[config.mk]
export PLATFORM = sky130hd
export DESIGN_NAME = rect_polygon_clipper_core
export DESIGN_NICKNAME = d
export VERILOG_FILES = /design/src/hdl/rpc_pkg.sv /design/src/hdl/rpc_fifo.sv /design/src/hdl/rpc_muldiv.sv /design/src/hdl/rpc_engine.sv /design/src/hdl/rect_polygon_clipper_core.sv
export VERILOG_INCLUDE_DIRS = /design/src /design/src/hdl
export SDC_FILE = /design/constraint.sdc
export NUM_CORES = 2
export LEC_CHECK = 0
export ABC_AREA = 1
export BUFFER_PORTS_ARGS = -buffer_cell sky130_fd_sc_hd__buf_2
export CORE_UTILIZATION = 30
export CTS_BUF_LIST = sky130_fd_sc_hd__clkbuf_2
export DETAILED_ROUTE_END_ITERATION = 10
export HOLD_SLACK_MARGIN = 0.08
export RECOVER_POWER = 25
export SYNTH_ARGS = -nofsm -noshare
export SYNTH_HDL_FRONTEND = slang
export SYNTH_SLANG_ARGS = --single-unit
export TNS_END_PERCENT = 30
[constraint.sdc]
create_clock -name clk -period 13.2 [get_ports clk]
set_input_delay 2.64 -clock clk [delete_from_list [all_inputs] [get_ports clk]]
set_output_delay 2.64 -clock clk [all_outputs]
set_load 0.1 [all_outputs]
[src/hdl/rect_polygon_clipper_core_defines.svh]
// Assertion macros shared by the clipper RTL.
`ifndef RECT_POLYGON_CLIPPER_CORE_DEFINES_SVH
`define RECT_POLYGON_CLIPPER_CORE_DEFINES_SVH
// Overlapping implication: antecedent implies consequent in the same cycle.
`define RPC_ASSERT_IMPL(label, clk, rst_n, ante, cons) \
  label: assert property (@(posedge clk) disable iff (!rst_n) (ante) |-> (cons)) \
    else $error("assertion failed");
// Next-cycle implication.
`define RPC_ASSERT_NEXT(label, clk, rst_n, ante, cons) \
  label: assert property (@(posedge clk) disable iff (!rst_n) (ante) |=> (cons)) \
    else $error("assertion failed");
`endif

[src/hdl/rpc_pkg.sv]
// Shared types and constants for the rectangle polygon clipper.
`timescale 1ns / 1ps
package rpc_pkg;
  localparam int NUM_STAGES = 4;
  localparam logic [1:0] STG_BOTTOM = 2'd0;
  localparam logic [1:0] STG_RIGHT  = 2'd1;
  localparam logic [1:0] STG_TOP    = 2'd2;
  localparam logic [1:0] STG_LEFT   = 2'd3;
  localparam logic [1:0] REG_LEFT   = 2'd0;
  localparam logic [1:0] REG_BOTTOM = 2'd1;
  localparam logic [1:0] REG_RIGHT  = 2'd2;
  localparam logic [1:0] REG_TOP    = 2'd3;
  typedef struct packed {
    logic busy;
    logic idle;
  } rpc_status_t;
endpackage

[src/hdl/rpc_fifo.sv]
// Short vertex queue between the input front end and the clipping engine.
`timescale 1ns / 1ps
module rpc_fifo #(
  parameter int WIDTH = 49,
  parameter int DEPTH = 4
) (
  input  logic             clk,
  input  logic             rst_n,
  input  logic             wr_valid,
  output logic             wr_ready,
  input  logic [WIDTH-1:0] wr_data,
  output logic             rd_valid,
  input  logic             rd_ready,
  output logic [WIDTH-1:0] rd_data
);
  localparam int AW = (DEPTH > 1) ? $clog2(DEPTH) : 1;
  logic [WIDTH-1:0] mem_r [DEPTH];
  logic [AW-1:0] wp_r, rp_r;
  logic [AW:0] cnt_r;
  logic wr_fire, rd_fire;

  assign wr_ready = (cnt_r != (AW+1)'(DEPTH));
  assign rd_valid = (cnt_r != '0);
  assign rd_data  = mem_r[rp_r];
  assign wr_fire  = wr_valid && wr_ready;
  assign rd_fire  = rd_valid && rd_ready;

  always_ff @(posedge clk) begin
    if (wr_fire) mem_r[wp_r] <= wr_data;
    if (!rst_n) begin
      wp_r <= '0;
      rp_r <= '0;
      cnt_r <= '0;
    end else begin
      if (wr_fire) wp_r <= (wp_r == AW'(DEPTH-1)) ? '0 : wp_r + 1'b1;
      if (rd_fire) rp_r <= (rp_r == AW'(DEPTH-1)) ? '0 : rp_r + 1'b1;
      cnt_r <= cnt_r + (AW+1)'(wr_fire) - (AW+1)'(rd_fire);
    end
  end
endmodule

[src/hdl/rpc_muldiv.sv]
// Sequential signed a*b/c unit: registered multiply, then restoring division.
`timescale 1ns / 1ps
`include "rect_polygon_clipper_core_defines.svh"
module rpc_muldiv #(
  parameter int W = 25
) (
  input  logic                clk,
  input  logic                rst_n,
  input  logic                start,
  input  logic signed [W-1:0] a,
  input  logic signed [W-1:0] b,
  input  logic signed [W-1:0] c,
  output logic                done,
  output logic signed [2*W-1:0] q
);
  localparam int PW = 2 * W;
  localparam int CW = $clog2(PW + 1);
  typedef enum logic [1:0] {S_IDLE, S_MUL, S_DIV, S_FIN} st_t;
  st_t st_r;
  logic [W-1:0] ma_r, mb_r, mc_r;
  logic neg_r;
  logic [PW-1:0] prod_r, quo_r;
  logic [W:0] rem_r;
  logic [CW-1:0] cnt_r;
  logic [W:0] rsh;
  logic [W:0] rsub;

  function automatic logic [W-1:0] mag_f(input logic signed [W-1:0] v);
    mag_f = v[W-1] ? W'(-v) : W'(v);
  endfunction

  assign rsh  = {rem_r[W-1:0], prod_r[PW-1]};
  assign rsub = rsh - {1'b0, mc_r};

  always_ff @(posedge clk) begin
    if (!rst_n) begin
      st_r <= S_IDLE;
      done <= 1'b0;
      cnt_r <= '0;
    end else begin
      done <= 1'b0;
      unique case (st_r)
        S_IDLE: if (start) begin
          ma_r <= mag_f(a);
          mb_r <= mag_f(b);
          mc_r <= mag_f(c);
          neg_r <= (a[W-1] ^ b[W-1]) ^ c[W-1];
          st_r <= S_MUL;
        end
        S_MUL: begin
          prod_r <= PW'(ma_r) * PW'(mb_r);
          rem_r <= '0;
          quo_r <= '0;
          cnt_r <= CW'(PW);
          st_r <= S_DIV;
        end
        S_DIV: begin
          prod_r <= {prod_r[PW-2:0], 1'b0};
          if (!rsub[W]) begin
            rem_r <= rsub;
            quo_r <= {quo_r[PW-2:0], 1'b1};
          end else begin
            rem_r <= rsh;
            quo_r <= {quo_r[PW-2:0], 1'b0};
          end
          cnt_r <= cnt_r - 1'b1;
          if (cnt_r == CW'(1)) st_r <= S_FIN;
        end
        S_FIN: begin
          q <= (mc_r == '0) ? '0 : (neg_r ? -$signed(quo_r) : $signed(quo_r));
          done <= 1'b1;
          st_r <= S_IDLE;
        end
        default: st_r <= S_IDLE;
      endcase
    end
  end

  `RPC_ASSERT_NEXT(a_done_from_fin, clk, rst_n, st_r == S_FIN, done)
  `RPC_ASSERT_IMPL(a_cnt_live, clk, rst_n, st_r == S_DIV, cnt_r != '0)
  `RPC_ASSERT_NEXT(a_start_leaves_idle, clk, rst_n, st_r == S_IDLE && start, st_r == S_MUL)
endmodule

[src/hdl/rpc_engine.sv]
// Back end: runs the four boundary stages on a worklist and drives the output.
`timescale 1ns / 1ps
`include "rect_polygon_clipper_core_defines.svh"
module rpc_engine #(
  parameter int CW = 24
) (
  input  logic                 clk,
  input  logic                 rst_n,
  input  logic signed [CW-1:0] left_edge,
  input  logic signed [CW-1:0] bottom_edge,
  input  logic signed [CW-1:0] right_edge,
  input  logic signed [CW-1:0] top_edge,
  input  logic                 q_valid,
  output logic                 q_ready,
  input  logic [2*CW:0]        q_data,
  output logic                 out_valid,
  input  logic                 out_ready,
  output logic [CW-1:0]        out_x,
  output logic [CW-1:0]        out_y,
  output logic                 out_fin,
  output logic                 out_empty,
  output rpc_pkg::rpc_status_t status
);
  import rpc_pkg::*;
  localparam int DW = CW + 1;
  // Worklist entries: a pending point with its stage level (sl_r).
  localparam int WL = 8;
  localparam int WA = $clog2(WL);
  typedef enum logic [2:0] {
    E_IDLE, E_PICK, E_DIV, E_EMIT, E_HOLD, E_LAST, E_OUT
  } est_t;
  est_t st_r;

  logic signed [CW-1:0] fx_r [NUM_STAGES];
  logic signed [CW-1:0] fy_r [NUM_STAGES];
  logic signed [CW-1:0] px_r [NUM_STAGES];
  logic signed [CW-1:0] py_r [NUM_STAGES];
  logic [NUM_STAGES-1:0] started_r;
  logic any_r;
  logic signed [CW-1:0] hx_r, hy_r;
  logic closing_r;

  // Stack of pending points (depth-first keeps model order).
  logic signed [CW-1:0] sx_r [WL];
  logic signed [CW-1:0] sy_r [WL];
  logic [2:0] sl_r [WL];
  logic [WA:0] sp_r;
  logic [2:0] close_k_r;

  logic signed [CW-1:0] cx_r, cy_r;
  logic [2:0] cl_r;
  logic is_close_r;
  logic push_pt_r;

  logic md_start, md_done;
  logic signed [DW-1:0] md_a, md_b, md_c;
  logic signed [2*DW-1:0] md_q;
  logic signed [CW-1:0] base_r;
  logic odd_r;

  rpc_muldiv #(.W(DW)) u_md (
    .clk(clk), .rst_n(rst_n), .start(md_start),
    .a(md_a), .b(md_b), .c(md_c), .done(md_done), .q(md_q)
  );

  function automatic logic inside_f(input logic [1:0] k, input logic signed [CW-1:0] x,
                                    input logic signed [CW-1:0] y,
                                    input logic signed [CW-1:0] l,
                                    input logic signed [CW-1:0] bo,
                                    input logic signed [CW-1:0] r,
                                    input logic signed [CW-1:0] t);
    unique case (k)
      STG_BOTTOM: inside_f = y >= bo;
      STG_RIGHT:  inside_f = x <= r;
      STG_TOP:    inside_f = y <= t;
      default:    inside_f = x >= l;
    endcase
  endfunction

  // Current edge: p = start (prev), s = end (new point or first vertex).
  logic [1:0] k2;
  logic signed [CW-1:0] ex, ey, sxp, syp;
  logic s_in, p_in, crosses, has_edge;
  logic signed [CW-1:0] bnd;
  always_comb begin
    k2 = cl_r[1:0];
    if (is_close_r) begin
      ex = fx_r[k2];
      ey = fy_r[k2];
    end else begin
      ex = cx_r;
      ey = cy_r;
    end
    sxp = px_r[k2];
    syp = py_r[k2];
    s_in = inside_f(k2, ex, ey, left_edge, bottom_edge, right_edge, top_edge);
    p_in = inside_f(k2, sxp, syp, left_edge, bottom_edge, right_edge, top_edge);
    has_edge = started_r[k2];
    crosses = has_edge && (s_in != p_in);
    unique case (k2)
      STG_BOTTOM: bnd = bottom_edge;
      STG_RIGHT:  bnd = right_edge;
      STG_TOP:    bnd = top_edge;
      default:    bnd = left_edge;
    endcase
    if (k2[0]) begin
      md_a = DW'(bnd) - DW'(ex);
      md_b = DW'(syp) - DW'(ey);
      md_c = DW'(sxp) - DW'(ex);
    end else begin
      md_a = DW'(bnd) - DW'(ey);
      md_b = DW'(sxp) - DW'(ex);
      md_c = DW'(syp) - DW'(ey);
    end
  end
  assign md_start = (st_r == E_PICK) && (cl_r != 3'd4) && crosses;

  assign q_ready = (st_r == E_IDLE);
  assign status.busy = (st_r != E_IDLE);
  assign status.idle = (st_r == E_IDLE) && !out_valid;

  logic [WA-1:0] top_i;
  assign top_i = WA'(sp_r - 1'b1);

  always_ff @(posedge clk) begin
    if (!rst_n) begin
      st_r <= E_IDLE;
      started_r <= '0;
      any_r <= 1'b0;
      sp_r <= '0;
      out_valid <= 1'b0;
      close_k_r <= '0;
      closing_r <= 1'b0;
    end else begin
      if (out_valid && out_ready) out_valid <= 1'b0;
      unique case (st_r)
        E_IDLE: if (q_valid) begin
          cx_r <= $signed(q_data[CW-1:0]);
          cy_r <= $signed(q_data[2*CW-1:CW]);
          closing_r <= q_data[2*CW];
          cl_r <= 3'd0;
          is_close_r <= 1'b0;
          close_k_r <= 3'd0;
          st_r <= E_PICK;
        end
        E_PICK: begin
          if (cl_r == 3'd4) begin
            st_r <= E_HOLD;
          end else begin
            if (!is_close_r) begin
              px_r[k2] <= cx_r;
              py_r[k2] <= cy_r;
              if (!started_r[k2]) begin
                fx_r[k2] <= cx_r;
                fy_r[k2] <= cy_r;
                started_r[k2] <= 1'b1;
              end
            end else begin
              started_r[k2] <= 1'b0;
            end
            push_pt_r <= !is_close_r && s_in;
            odd_r <= k2[0];
            base_r <= k2[0] ? ey : ex;
            st_r <= crosses ? E_DIV : E_EMIT;
          end
        end
        E_DIV: if (md_done) begin
          // Intersection goes to next level first, then the point itself.
          if (push_pt_r) begin
            sx_r[WA'(sp_r)] <= cx_r;
            sy_r[WA'(sp_r)] <= cy_r;
            sl_r[WA'(sp_r)] <= cl_r + 3'd1;
            sp_r <= sp_r + 1'b1;
          end
          push_pt_r <= 1'b0;
          if (odd_r) begin
            cx_r <= bnd;
            cy_r <= CW'(base_r + CW'(md_q));
          end else begin
            cx_r <= CW'(base_r + CW'(md_q));
            cy_r <= bnd;
          end
          cl_r <= cl_r + 3'd1;
          is_close_r <= 1'b0;
          st_r <= E_PICK;
        end
        E_EMIT: begin
          if (push_pt_r) begin
            cl_r <= cl_r + 3'd1;
            is_close_r <= 1'b0;
            st_r <= E_PICK;
          end else begin
            st_r <= E_LAST;
          end
        end
        E_HOLD: if (!out_valid || out_ready) begin
          if (any_r) begin
            out_valid <= 1'b1;
            out_x <= hx_r;
            out_y <= hy_r;
            out_fin <= 1'b0;
            out_empty <= 1'b0;
          end
          hx_r <= cx_r;
          hy_r <= cy_r;
          any_r <= 1'b1;
          st_r <= E_LAST;
        end
        E_LAST: begin
          if (sp_r != '0) begin
            cx_r <= sx_r[top_i];
            cy_r <= sy_r[top_i];
            cl_r <= sl_r[top_i];
            is_close_r <= 1'b0;
            sp_r <= sp_r - 1'b1;
            st_r <= E_PICK;
          end else if (closing_r && close_k_r != 3'd4) begin
            cl_r <= close_k_r;
            is_close_r <= 1'b1;
            close_k_r <= close_k_r + 3'd1;
            st_r <= E_PICK;
          end else if (closing_r) begin
            st_r <= E_OUT;
          end else begin
            st_r <= E_IDLE;
          end
        end
        E_OUT: if (!out_valid || out_ready) begin
          out_valid <= 1'b1;
          out_x <= any_r ? hx_r : '0;
          out_y <= any_r ? hy_r : '0;
          out_fin <= 1'b1;
          out_empty <= !any_r;
          any_r <= 1'b0;
          hx_r <= '0;
          hy_r <= '0;
          closing_r <= 1'b0;
          st_r <= E_IDLE;
        end
        default: st_r <= E_IDLE;
      endcase
    end
  end

  `RPC_ASSERT_IMPL(a_stack_bound, clk, rst_n, 1'b1, sp_r <= (WA+1)'(WL))
  `RPC_ASSERT_IMPL(a_empty_is_final, clk, rst_n, out_valid && out_empty, out_fin)
  `RPC_ASSERT_NEXT(a_out_clears_any, clk, rst_n,
    st_r == E_OUT && (!out_valid || out_ready), !any_r && out_valid)
endmodule

[src/hdl/rect_polygon_clipper_core.sv]
// Top level of the rectangle polygon clipper.
// Usage:
//  - in_ channel: one polygon vertex per beat; in_tuser marks the closing vertex.
//  - out_ channel: clipped vertices; out_tlast on the last one of a polygon,
//    out_tuser set on a single beat when the whole polygon is clipped away.
//  - cfg_: write the rectangle (0 left, 1 bottom, 2 right, 3 top) while idle.
// Processing: a vertex sits in a 4-entry queue, then the engine walks it
// through four boundary stages; the engine takes the next vertex only
// once it is idle again. Each intersection uses the shared multiply/divide
// unit, and the closing vertex adds four close steps.
// Output is delayed by one vertex so the final beat carries tlast.
// Reset clears stage state, queue and output; the rectangle resets to
// xmin=ymin=0 and xmax=ymax=largest positive value.
// When out_tready is low the engine holds its result and stops; the queue
// keeps taking vertices until it fills.
`timescale 1ns / 1ps
module rect_polygon_clipper_core #(
  parameter int COORD_WIDTH = 24
) (
  input  logic clk,
  input  logic rst_n,
  input  logic in_tvalid,
  output logic in_tready,
  // in_tdata: in_x, in_y (zero padded to bytes)
  input  logic [((2*COORD_WIDTH+7)/8)*8-1:0] in_tdata,
  // in_tuser: closes_polygon
  input  logic in_tuser,
  output logic out_tvalid,
  input  logic out_tready,
  // out_tdata: out_x, out_y (zero padded to bytes)
  output logic [((2*COORD_WIDTH+7)/8)*8-1:0] out_tdata,
  output logic out_tlast,
  // out_tuser: clipped_away
  output logic out_tuser,
  input  logic cfg_we,
  input  logic [1:0] cfg_index,
  input  logic [COORD_WIDTH-1:0] cfg_wdata
);
  import rpc_pkg::*;
  localparam int CW = COORD_WIDTH;
  localparam int TW = ((2*CW+7)/8)*8;
  logic signed [CW-1:0] left_r, bottom_r, right_r, top_r;
  logic q_valid, q_ready;
  logic [2*CW:0] q_data;
  logic [CW-1:0] ox, oy;
  rpc_status_t status;

  always_ff @(posedge clk) begin
    if (!rst_n) begin
      left_r <= '0;
      bottom_r <= '0;
      right_r <= {1'b0, {(CW-1){1'b1}}};
      top_r <= {1'b0, {(CW-1){1'b1}}};
    end else if (cfg_we) begin
      unique case (cfg_index)
        REG_LEFT:   left_r <= cfg_wdata;
        REG_BOTTOM: bottom_r <= cfg_wdata;
        REG_RIGHT:  right_r <= cfg_wdata;
        REG_TOP:    top_r <= cfg_wdata;
        default: ;
      endcase
    end
  end

  rpc_fifo #(.WIDTH(2*CW+1), .DEPTH(4)) u_fifo (
    .clk(clk), .rst_n(rst_n),
    .wr_valid(in_tvalid), .wr_ready(in_tready),
    .wr_data({in_tuser, in_tdata[2*CW-1:0]}),
    .rd_valid(q_valid), .rd_ready(q_ready), .rd_data(q_data)
  );

  rpc_engine #(.CW(CW)) u_eng (
    .clk(clk), .rst_n(rst_n),
    .left_edge(left_r), .bottom_edge(bottom_r),
    .right_edge(right_r), .top_edge(top_r),
    .q_valid(q_valid), .q_ready(q_ready), .q_data(q_data),
    .out_valid(out_tvalid), .out_ready(out_tready),
    .out_x(ox), .out_y(oy), .out_fin(out_tlast), .out_empty(out_tuser),
    .status(status)
  );

  assign out_tdata = TW'({oy, ox});
endmodule
==> flow_results.org <==
** Floorplanning
- Num rows :: 205
- 132 I/O pins were placed.
- Die Outline Area :: 315000 um^2
- The initial utilization of the core area, before any placement, comes to 30.1%.
- The die is 562 um wide.
- Die extent in y :: 562 um
- After floorplanning, the core was sized to cover 312000 um^2.

** Yosys
- Share of synthesized area occupied by flip-flops and latches :: 46.4%
- After synthesis the netlist holds a flip-flop and latch count of 1496.
- Net count of the mapped netlist :: 11093
- The most used flip-flop cell after synthesis is sky130_fd_sc_hd__edfxtp_1.
- Count of mapped cells out of synthesis :: 9959
- Post-synthesis instance area :: 94000 um^2
- Count of yosys warnings during synthesis :: 0
- The netlist uses 68 different library cells.
- Count of flip-flops with a built-in enable after synthesis :: 1363
- Of all flip-flops after synthesis, the portion carrying an async set or reset was 0%.
- Mean instance size in the synthesized netlist :: 9.43 um^2

** Worst hold path
- Type of the tightest min-delay check :: register to register

** GRT
- First-pass GRT wire length :: 440000 um
- Vias in the first global route :: 69429
- Largest net degree at the start of global routing :: 110
- Across every metal layer, demand over resource in global routing totals 18.5%.
- For this run the aggregate overflow at the end of global routing stands at 0.
- Antenna violations before repair :: 36

** Clock tree
- At the later pin of the worst-skew pair, clock insertion delay measures 1.62 ns.
- Clock sink count :: 1496
- Clock-pin slew was measured on the worst setup and hold paths at 0.13 ns.
- The number of clock buffers added by TritonCTS is 379.
- After clock tree synthesis, the setup repair step added 0 buffers.
- The number of gates resized after CTS was 0.
- H-tree levels :: 5
- Buffers inserted to repair hold after CTS numbered 0.
- Number of buffers on the longest clock path :: 4
- The tree is rooted in a sky130_fd_sc_hd__clkbuf_2.
- CTS tree :: yes

** Setup path
- CP Buf/Inv Count :: 5
- Data on the critical path arrives at its endpoint at 9.05 ns.
- Slowest CP cell :: sky130_fd_sc_hd__edfxtp_1
- Peak per-stage delay on the critical path :: 1.19 ns
- By instance count, the cell type seen most on the critical path is sky130_fd_sc_hd__fa_1.
- Required time worst endpoint :: 14.37 ns
- Kind of end point of the critical path :: register
- Worst-path maximum fanout :: 25
- The kind of cell with the highest combined delay along the critical path is adder cells.
- The worst setup path is launched from a register.
- The setup path with the least slack is of type register to register.
- Walking the worst path, the cells encountered are nand2_1, fa_1, inv_1, fa_1, inv_1, fa_1, inv_1, fa_1, fa_1, fa_1, inv_1, fa_1, inv_1, ha_1, a21oi_1, nor2_1, nor2_1, o21a_1, o21ai_0, a21boi_0, nand3_1, a21o_1, or2_2, a21oi_1.

** Timing
- The worst path meets setup with 5.32 ns of slack.
- Final total negative setup slack :: 0 ns
- Post-Route Skew :: 0.319 ns
- Setup repair after global routing left no endpoint under its margin.
- Worst hold margin :: 0.443 ns
- Hold Fails Final Rpt :: 0
- Dividing the final minimum period by the clock period gives 59.7%.
- Slew Limit Headroom :: 6.89%
- The number of slew-limit violations in the final report was 0.
- For the finished layout, the period the worst path requires is 7.88 ns.
- Total setup violations reported at the end of the flow :: 0
- Fmax :: 0.127 GHz
- Tightest Pin Transition :: 1.38 ns

** Flow run
- Across the run, the number of max-cap violations was 0.

** Detailed routing
- The first TritonRoute pass finished after 6 iterations.
- First-iteration detailed-routing DRC count :: 7212
- Antenna-violating nets left :: 0
- Summed over all layers, the routed wires come to 298000 um.
- After detailed routing, the number of vias per cell comes to 4.92.
- After detailed routing, the number of remaining DRC violations is 0.
- Across all layers, the routed design uses 72060 vias.
- Detail-routed net length per standard cell :: 20.3 um

** Placement
- At the end of routability-driven placement, the weighted congestion stood at 0.985.
- Place WS :: 5.62 ns
- The count of buffers added on input and output ports is 131.
- Half-perimeter wire length of the detailed placement result :: 215000 um

** Cells and area
- The net count of the finished layout is 11340.
- Most frequent cells in the layout :: sky130_fd_sc_hd__nand2_1 (1787), sky130_fd_sc_hd__inv_1 (1625), sky130_fd_sc_hd__edfxtp_1 (1363), sky130_fd_sc_hd__nor2_1 (950), sky130_fd_sc_hd__o21ai_0 (904)
- Post-Route Utilization :: 33.1%
- Ratio of cells with drive above 1 in the final layout :: 9.95%
- The area growth from synthesis to layout is 9.70%.
- The library cell used most frequently in the layout, excluding fill and tap cells, is sky130_fd_sc_hd__nand2_1.

** Outcome
- Run status :: complete, no violations
-- area by class of cell --
type,instances,area [um^2]
inverter,1649,6200
sequential,1496,43600
multi-input combinational,6355,42600
fill,32278,209000
antenna,29,72.6
timing repair buffer,325,1930
clock inverter,114,722
tap,4140,5180
clock buffer,552,2760
-- through the flow --
stage,std cells,cell area [um^2]
floorplan,9959,94000
global placement,13965,99700
detailed placement,13965,99700
CTS,14631,103000
global route,14637,103000
finish,14660,103000
-- registers in the layout (all words and copies together), names as in the netlist, 50 cells and up, named ones only --
signal	cells
u_eng.fx_r	96
u_eng.fy_r	96
u_eng.px_r	96
u_eng.py_r	96
u_eng.sx_r	192
u_eng.sy_r	192
u_eng.u_md.prod_r	50
u_fifo.mem_r	196
-- logic make-up after synthesis --
logic type                 Yosys count  share of synthesized area, %
and+or+nand+nor                   3239                          14.0
xor gates and xnor gates           160                          1.52
adders and majority gates         1054                          18.3
buffers and inverters             2108                          8.50
DFF                               1496                          46.4
AOI/OAI and AO/OA                 1902                          11.3
-- tightest hold or removal path, stage by stage (launching register included) --
cell and delay (ns):
sky130_fd_sc_hd__edfxtp_1 0.33, sky130_fd_sc_hd__nand2_1 0.05, sky130_fd_sc_hd__o21ai_1 0.07
-- final timing paths --
check | start | depth (start not counted) | endpoint | slack [ns]
min reg2reg | u_eng.u_md.prod_r[42]$_DFFE_PP_ | 2 | u_eng.u_md.prod_r[43]$_DFFE_PP_ | 0.44
max reg2reg | u_eng.u_md.ma_r[6]$_DFFE_PP_ | 24 | u_eng.u_md.prod_r[46]$_DFFE_PP_ | 5.32
min | u_eng.u_md.prod_r[42]$_DFFE_PP_ | 2 | u_eng.u_md.prod_r[43]$_DFFE_PP_ | 0.44
max | u_eng.u_md.ma_r[6]$_DFFE_PP_ | 24 | u_eng.u_md.prod_r[46]$_DFFE_PP_ | 5.32
-- synth_stat cells (all sizes together) (23+ instances only) --
master	count	area share, %
a21o	31	0.25
a21oi	447	2.4
a221oi	23	0.21
a31oi	32	0.21
buf	43	0.25
clkbuf	416	1.7
dfxtp	133	2.8
edfxtp	1363	44
fa	532	11
ha	522	7.0
inv	1643	6.6
nand2	1798	7.2
nand3	228	1.3
nand4	64	0.43
nor2	991	4.0
nor3	70	0.44
nor4	23	0.17
o2111ai	25	0.23
o211ai	42	0.34
o21ai	960	5.2
o22ai	268	1.8
or2	48	0.32
xnor2	55	0.52
xor2	105	0.99
-- layer usage --
layer | vias to the layer above | global-route usage, % | share of wire (%)
met4 | 24 | 7.59 | 4.2
li1 | 33621 | - | -
met1 | 35077 | 24.0 | 42
met5 | - | 0 | 0.056
met2 | 2811 | 30.2 | 46
met3 | 527 | 3.51 | 8.1
Power is left out: the tool's default activity adds up to more than one toggle a clock period on the data nets, which glitch-free logic cannot reach.
